File: config.mk
export PLATFORM = sky130hd
export DESIGN_NAME = sprite_priority_sorter
export DESIGN_NICKNAME = d
export VERILOG_FILES = /design/src/sv/sps_pkg.sv /design/src/sv/sps_ram.sv /design/src/sv/sprite_priority_sorter.sv
export SDC_FILE = /design/constraint.sdc
export NUM_CORES = 1
export LEC_CHECK = 0
export BUFFER_PORTS_ARGS = -buffer_cell sky130_fd_sc_hd__clkbuf_2
export CORE_ASPECT_RATIO = 0.9
export CORE_MARGIN = 2
export CORE_UTILIZATION = 30
export CTS_CLUSTER_SIZE = 12
export DETAILED_ROUTE_END_ITERATION = 8
export PLACE_DENSITY_LB_ADDON = 0.15
export SKIP_CTS_REPAIR_TIMING = 1
export SLEW_MARGIN = 0
export SYNTH_ARGS = -nofsm -noshare
export SYNTH_HDL_FRONTEND = slang
export SYNTH_SLANG_ARGS = --single-unit
File: constraint.sdc
create_clock -name clk -period 6.3 [get_ports clk]
set_input_delay 0.63 -clock clk [delete_from_list [all_inputs] [get_ports clk]]
set_output_delay 0.63 -clock clk [all_outputs]
set_load 0.02 [all_outputs]
File: src/sv/sps_pkg.sv
`timescale 1ns / 1ps
// ----------------------------------------------------------------------------
// sps_pkg
// Shared constants and entry layout for the sprite priority sorter.
// ----------------------------------------------------------------------------
package sps_pkg;

    // capacity of the per-line sprite store
    localparam int MAX_SPRITES = 10;

    // field widths
    localparam int X_W       = 8;
    localparam int ATTR_W    = 6;
    localparam int PAYLOAD_W = 24;
    localparam int KEY_W     = X_W + ATTR_W;
    localparam int ENTRY_W   = KEY_W + PAYLOAD_W;

    // packed entry: {x, attr, payload}; the sort key is the upper KEY_W bits
    localparam int KEY_LSB   = PAYLOAD_W;
    localparam int ATTR_LSB  = PAYLOAD_W;
    localparam int X_LSB     = PAYLOAD_W + ATTR_W;

    // store addressing and fill count
    localparam int ADDR_W = (MAX_SPRITES > 1) ? $clog2(MAX_SPRITES) : 1;
    localparam int CNT_W  = $clog2(MAX_SPRITES + 1);

    typedef logic [ENTRY_W-1:0] entry_t;
    typedef logic [ADDR_W-1:0]  addr_t;
    typedef logic [CNT_W-1:0]   cnt_t;

endpackage

File: src/sv/sps_ram.sv
`timescale 1ns / 1ps
// ----------------------------------------------------------------------------
// sps_ram
// Simple dual-port RAM: one write port, one read port, registered read data.
// ----------------------------------------------------------------------------
module sps_ram #(
    parameter int DEPTH  = 10,
    parameter int WIDTH  = 38,
    parameter int ADDR_W = 4
) (
    input  logic              clk,
    input  logic              we,
    input  logic [ADDR_W-1:0] waddr,
    input  logic [WIDTH-1:0]  wdata,
    input  logic              re,
    input  logic [ADDR_W-1:0] raddr,
    output logic [WIDTH-1:0]  rdata
);

    logic [WIDTH-1:0] mem [DEPTH];

    // write port
    always_ff @(posedge clk)
    begin
        if (we)
        begin
            mem[waddr] <= wdata;
        end
    end

    // read port, registered read data
    always_ff @(posedge clk)
    begin
        if (re)
        begin
            rdata <= mem[raddr];
        end
    end

endmodule

File: src/sv/sprite_priority_sorter.sv
`timescale 1ns / 1ps
// ----------------------------------------------------------------------------
// sprite_priority_sorter
// Insertion sort of one scanline's sprite entries, emitted by ascending x
// and then ascending attribute index.
// ----------------------------------------------------------------------------
// Entries are loaded with start while busy is low; an entry with last_entry
// set closes the set. Each entry is inserted at once into a single-port-read
// store kept in sorted order: the store is walked downward from the fill
// count, one read-compare-write per cycle, moving every entry with a larger
// key up by one. A load into an empty or full store is done on acceptance;
// otherwise busy stays high until the walk has written the new entry. Entries
// arriving at a full store (MAX_SPRITES) are dropped. After a closing beat the
// block reads the store out in order, one result per cycle on out_strobe,
// each registered from a store read; busy stays high while those reads are
// issued. Results cannot be held off: every strobed beat is final. Equal
// keys keep their arrival order.
// ----------------------------------------------------------------------------
module sprite_priority_sorter (
    input  logic                             clk,
    input  logic                             rst_n,
    input  logic                             start,
    output logic                             busy,
    input  logic [sps_pkg::X_W-1:0]          sprite_x,
    input  logic [sps_pkg::ATTR_W-1:0]       attr_index,
    input  logic [sps_pkg::PAYLOAD_W-1:0]    payload,
    input  logic                             last_entry,
    output logic                             out_strobe,
    output logic [sps_pkg::X_W-1:0]          out_x,
    output logic [sps_pkg::ATTR_W-1:0]       out_attr_index,
    output logic [sps_pkg::PAYLOAD_W-1:0]    out_payload,
    output logic                             out_last
);

    import sps_pkg::*;

    typedef enum logic [1:0] {
        S_IDLE,
        S_SHIFT,
        S_PLACE,
        S_EMIT
    } state_t;

    state_t state_reg, state_next;
    cnt_t   held_reg, held_next;
    addr_t  pos_reg, pos_next;
    addr_t  emit_idx_reg, emit_idx_next;
    entry_t entry_reg, entry_next;
    logic   last_reg, last_next;
    logic   strobe_reg, strobe_next;
    logic   out_last_reg, out_last_next;

    // store ports
    logic   ram_we;
    addr_t  ram_waddr;
    entry_t ram_wdata;
    logic   ram_re;
    addr_t  ram_raddr;
    entry_t ram_rdata;

    logic   accept;
    entry_t new_entry;
    cnt_t   held_dec;
    logic   rd_key_gt;

    assign accept    = start && (state_reg == S_IDLE);
    assign new_entry = {sprite_x, attr_index, payload};
    assign held_dec  = held_reg - cnt_t'(1);
    assign rd_key_gt = ram_rdata[ENTRY_W-1:KEY_LSB] > entry_reg[ENTRY_W-1:KEY_LSB];

    sps_ram #(
        .DEPTH  (MAX_SPRITES),
        .WIDTH  (ENTRY_W),
        .ADDR_W (ADDR_W)
    ) u_store (
        .clk   (clk),
        .we    (ram_we),
        .waddr (ram_waddr),
        .wdata (ram_wdata),
        .re    (ram_re),
        .raddr (ram_raddr),
        .rdata (ram_rdata)
    );

    // sequencer: insertion walk and ordered readout
    always_comb
    begin
        state_next    = state_reg;
        held_next     = held_reg;
        pos_next      = pos_reg;
        emit_idx_next = emit_idx_reg;
        entry_next    = entry_reg;
        last_next     = last_reg;
        strobe_next   = 1'b0;
        out_last_next = 1'b0;
        ram_we        = 1'b0;
        ram_waddr     = pos_reg;
        ram_wdata     = entry_reg;
        ram_re        = 1'b0;
        ram_raddr     = emit_idx_reg;

        unique case (state_reg)
            S_IDLE:
            begin
                if (accept)
                begin
                    entry_next = new_entry;
                    last_next  = last_entry;
                    priority if (held_reg == cnt_t'(MAX_SPRITES))
                    begin
                        // full store: drop the entry
                        if (last_entry)
                        begin
                            emit_idx_next = '0;
                            state_next    = S_EMIT;
                        end
                    end
                    else if (held_reg == '0)
                    begin
                        // empty store: write straight to the head
                        ram_we     = 1'b1;
                        ram_waddr  = '0;
                        ram_wdata  = new_entry;
                        held_next  = cnt_t'(1);
                        if (last_entry)
                        begin
                            emit_idx_next = '0;
                            state_next    = S_EMIT;
                        end
                    end
                    else
                    begin
                        // start the walk at the tail
                        ram_re     = 1'b1;
                        ram_raddr  = held_dec[ADDR_W-1:0];
                        pos_next   = held_reg[ADDR_W-1:0];
                        state_next = S_SHIFT;
                    end
                end
            end

            S_SHIFT:
            begin
                // read data holds the entry just below pos
                ram_we = 1'b1;
                if (rd_key_gt)
                begin
                    ram_waddr = pos_reg;
                    ram_wdata = ram_rdata;
                    pos_next  = pos_reg - addr_t'(1);
                    if (pos_reg == addr_t'(1))
                    begin
                        state_next = S_PLACE;
                    end
                    else
                    begin
                        ram_re    = 1'b1;
                        ram_raddr = pos_reg - addr_t'(2);
                    end
                end
                else
                begin
                    ram_waddr     = pos_reg;
                    ram_wdata     = entry_reg;
                    held_next     = held_reg + cnt_t'(1);
                    emit_idx_next = '0;
                    state_next    = last_reg ? S_EMIT : S_IDLE;
                end
            end

            S_PLACE:
            begin
                ram_we        = 1'b1;
                ram_waddr     = pos_reg;
                ram_wdata     = entry_reg;
                held_next     = held_reg + cnt_t'(1);
                emit_idx_next = '0;
                state_next    = last_reg ? S_EMIT : S_IDLE;
            end

            S_EMIT:
            begin
                // one read per cycle; result shows with the read data
                ram_re        = 1'b1;
                ram_raddr     = emit_idx_reg;
                strobe_next   = 1'b1;
                out_last_next = (cnt_t'(emit_idx_reg) + cnt_t'(1)) == held_reg;
                if (out_last_next)
                begin
                    held_next     = '0;
                    emit_idx_next = '0;
                    state_next    = S_IDLE;
                end
                else
                begin
                    emit_idx_next = emit_idx_reg + addr_t'(1);
                end
            end

            default:
            begin
                state_next = S_IDLE;
            end
        endcase
    end

    // state and registered outputs
    always_ff @(posedge clk or negedge rst_n)
    begin
        if (!rst_n)
        begin
            state_reg    <= S_IDLE;
            held_reg     <= '0;
            pos_reg      <= '0;
            emit_idx_reg <= '0;
            last_reg     <= 1'b0;
            strobe_reg   <= 1'b0;
            out_last_reg <= 1'b0;
        end
        else
        begin
            state_reg    <= state_next;
            held_reg     <= held_next;
            pos_reg      <= pos_next;
            emit_idx_reg <= emit_idx_next;
            last_reg     <= last_next;
            strobe_reg   <= strobe_next;
            out_last_reg <= out_last_next;
        end
    end

    // entry being inserted
    always_ff @(posedge clk)
    begin
        entry_reg <= entry_next;
    end

    assign busy           = (state_reg != S_IDLE);
    assign out_strobe     = strobe_reg;
    assign out_last       = out_last_reg;
    assign out_x          = ram_rdata[ENTRY_W-1:X_LSB];
    assign out_attr_index = ram_rdata[X_LSB-1:ATTR_LSB];
    assign out_payload    = ram_rdata[PAYLOAD_W-1:0];

`ifndef SYNTHESIS
    // fill count never exceeds capacity
    a_held_range: assert property (@(posedge clk) disable iff (!rst_n)
        held_reg <= cnt_t'(MAX_SPRITES))
        else $error("held count above capacity");

    // a result beat always follows a readout cycle
    a_strobe_src: assert property (@(posedge clk) disable iff (!rst_n)
        out_strobe |-> $past(state_reg == S_EMIT))
        else $error("result beat without readout");

    // the final beat of a set empties the store
    a_last_clears: assert property (@(posedge clk) disable iff (!rst_n)
        out_strobe && out_last |-> held_reg == '0)
        else $error("store not emptied after final beat");

    // the walk never looks below the head of the store
    a_walk_pos: assert property (@(posedge clk) disable iff (!rst_n)
        state_reg == S_SHIFT |-> pos_reg != '0)
        else $error("insertion walk past head");

    // readout only starts with a nonempty store
    a_emit_nonempty: assert property (@(posedge clk) disable iff (!rst_n)
        state_reg == S_EMIT |-> held_reg != '0)
        else $error("readout of empty store");
`endif

endmodule
==> flow_summary.toml <==
[outcome]
outcome = "finished clean"

[power]
vdd_drop_max_mv = 0.452
total_power_mw = 13.3
p_per_area_mw_per_mm2 = 575
leakagePower_nw = 7.63

[cts]
cts.clk_slew.worst_paths_ps = 60
numCtsBuffers = 52
cts_tree = "yes"
cts_buffer_depth = 3
worstSkewPairLatency_ps = 600
htreeDepth = 2
cts.sinks = 473
cts_root_buffer = "clkbuf_16"

[sta]
post-route-period-util_pct = 70.7
timing.final.crit_period_ps = 4450
rsz0062_at_grt = "no"
relSlewSlack_pct = 33.2
slew_viol_final = 0
tightest_slew_ps = 999
hold_viol_final = 0
setup_tns_ps = 0
setup_viol = 0
clock.fmax_ghz = 0.225
skew_ps = 20.1
setup_ws_ps = 1850

[critical_path]
crit_path_top_delay_cell = "o2111a_4"
end_kind = "flip-flop"
cp.required_ps = 6730
cp_cell_sequence = "inv_1, ha_1, nor2_1, o21ai_0, o2111a_4, buf_4, a21oi_1, a221o_1, a31oi_1"
cp-startpoint = "state_reg[1]"
r2r_start = "state_reg[1]"
slowest_delay_ps = 1000
path_max_fanout = 68
r2r_cells = 9
worst-endpoint-arrival_ps = 4880
crit_type = "reg2reg"
crit_path_start_kind = "flip-flop"

[hold_path]
hold_class = "in2reg"
whs_path_depth = 1
min_from = "payload[11]"

[floorplan]
dieWidth_microns = 277
io_pins = 83
core_sq_mm = 0.0668
start_util_pct = 30.2
core.rowCount = 90
die_h_microns = 250
die_area_sq_mm = 0.0693

[synthesis]
synth_cell_types = 62
synth_nets = 1530
async_reset_ff_share_pct = 3.59
ys_seq_area_share_pct = 70.0
ys_ff_latch = 473
synth-main-ff-cell = "edfxtp_1"
yosys_warnings = 0
synth-edff-count = 456
syn_area_per_cell_sq_um = 13.8
syn_area_sq_mm = 0.0202
syn_inst = 1461

[routing]
drc_errors = 0
vias_per_cell = 5.36
num_vias = 13035
drt_iter0_markers = 1155
wl_mm = 60.2
ant_nets = 0
dr.pass1.iters = 8
wl_per_cell_microns = 24.8

[placed_design]
preCtsSetupSlack_ps = 1810
gp_congestion = 0.781
hpwl_mm = 31.6
io_buffers = 82

[cells_and_area]
nNetsFinal = 1585
drive_above_1_share_pct = 13.9
largest_reg_flops = 380
num_antenna_cells = 0
area_delta_synth_final_pct = 14.8
fin_util_pct = 34.7

[grt]
gr-total-overflow = 0
grt_antenna_before_repair = 0
grt_pass1_vias = 12926
grt_pass1_wl_mm = 88.0
grt_usage_pct = 17.0
grt_max_degree = 127

[run]
max_cap_viol_count = 0
-- worst paths after layout --
kind                            slack (ps)                end
worst max-delay path                  1850  u_store.rdata[23]
worst min-delay path                   220      entry_reg[11]
worst max register to register        1850  u_store.rdata[23]
worst min register to register         620  u_store.rdata[24]
max in group asynchronous             5480         pos_reg[1]
min in group asynchronous              510    emit_idx_reg[1]
-- critical path, delay by kind of cell (launching register included) --
| kind | cells | cell delay, ps |
|---|---|---|
| AOI/OAI and AO/OA | 5 | 2170 |
| buffers and inverters | 2 | 580 |
| DFF | 1 | 430 |
| adders and majority gates | 1 | 640 |
| and+or+nand+nor | 1 | 390 |
-- metal layers --
| layer | global-route usage, % | vias up | share of wire [%] |
|---|---|---|---|
| met4 | 5.43 | 0 | 2.3 |
| met3 | 2.81 | 91 | 5.6 |
| met2 | 26.9 | 388 | 46 |
| met1 | 23.9 | 6694 | 46 |
| met5 | 0 | - | 0 |
| li1 | - | 5862 | - |
-- stage by stage --
| stage | hold slack, ps | instance area (sq um) | std cells |
|---|---|---|---|
| floorplan | 334 | 20200 | 1461 |
| global placement | 596 | 21600 | 2335 |
| detailed placement | 604 | 21600 | 2335 |
| CTS | -42.9 | 23100 | 2429 |
| global route | 194 | 23100 | 2430 |
| finish | 218 | 23100 | 2430 |
-- synth_stat cells (all sizes together), types with 5 or more instances --
| cell | count | area share [%] |
|---|---|---|
| clkbuf | 82 | 1.6 |
| a211oi | 39 | 1.5 |
| o221ai | 7 | 0.30 |
| nor3 | 6 | 0.15 |
| a222oi | 31 | 1.5 |
| nor2 | 14 | 0.26 |
| mux2i | 16 | 0.79 |
| ha | 27 | 1.7 |
| nor4 | 5 | 0.23 |
| a31oi | 42 | 1.3 |
| dfrtp | 17 | 2.1 |
| and2 | 40 | 1.2 |
| nand2 | 91 | 1.7 |
| buf | 36 | 1.2 |
| inv | 62 | 1.2 |
| a21oi | 170 | 4.3 |
| a221o | 76 | 3.8 |
| edfxtp | 456 | 68 |
| o21ai | 178 | 4.4 |
| nand3 | 9 | 0.22 |
-- placed cells by master, fill, tap and decap left out, drive strengths merged, types with 2 or more instances in the layout --
cell / n
a211o: 3
a211oi: 39
a21o: 2
a21oi: 170
a221o: 76
a222oi: 31
a31oi: 42
and2: 40
and3: 2
buf: 36
clkbuf: 152
clkinv: 22
dfrtp: 17
edfxtp: 456
ha: 27
inv: 63
mux2: 3
mux2i: 16
nand2: 91
nand2b: 3
nand3: 9
nand4: 4
nor2: 14
nor3: 6
nor4: 5
o21a: 4
o21ai: 178
o221ai: 7
o22a: 4
o31ai: 3
or2: 4
xnor2: 4
xor2: 3
-- cells by family (layout without fill, tap and decap cells) --
kind of cell	after synthesis	in the layout	synth area share, %
adders and majority gates	27	27	1.68
AOI/OAI and AO/OA	573	573	18.7
muxes	19	19	0.962
and+or+nand+nor	181	181	4.36
buffers and inverters	180	275	3.92
DFF	473	473	70.0
xor gates and xnor gates	8	8	0.416
-- power breakdown --
group	internal (mW)	switching (mW)
logic	1.52	3.77
registers	4.92	0.316
clock network	1.55	1.23
-- final cells by class --
class,instances,area [sq um]
Multi-Input combinational cell,808,5420
Clock buffer,70,1370
Tap cell,874,1090
Sequential cell,473,14100
Timing Repair Buffer,119,766
Inverter,62,233
Clock inverter,24,141
Fill cell,6462,43600
Power figures use the tool's default switching activity.
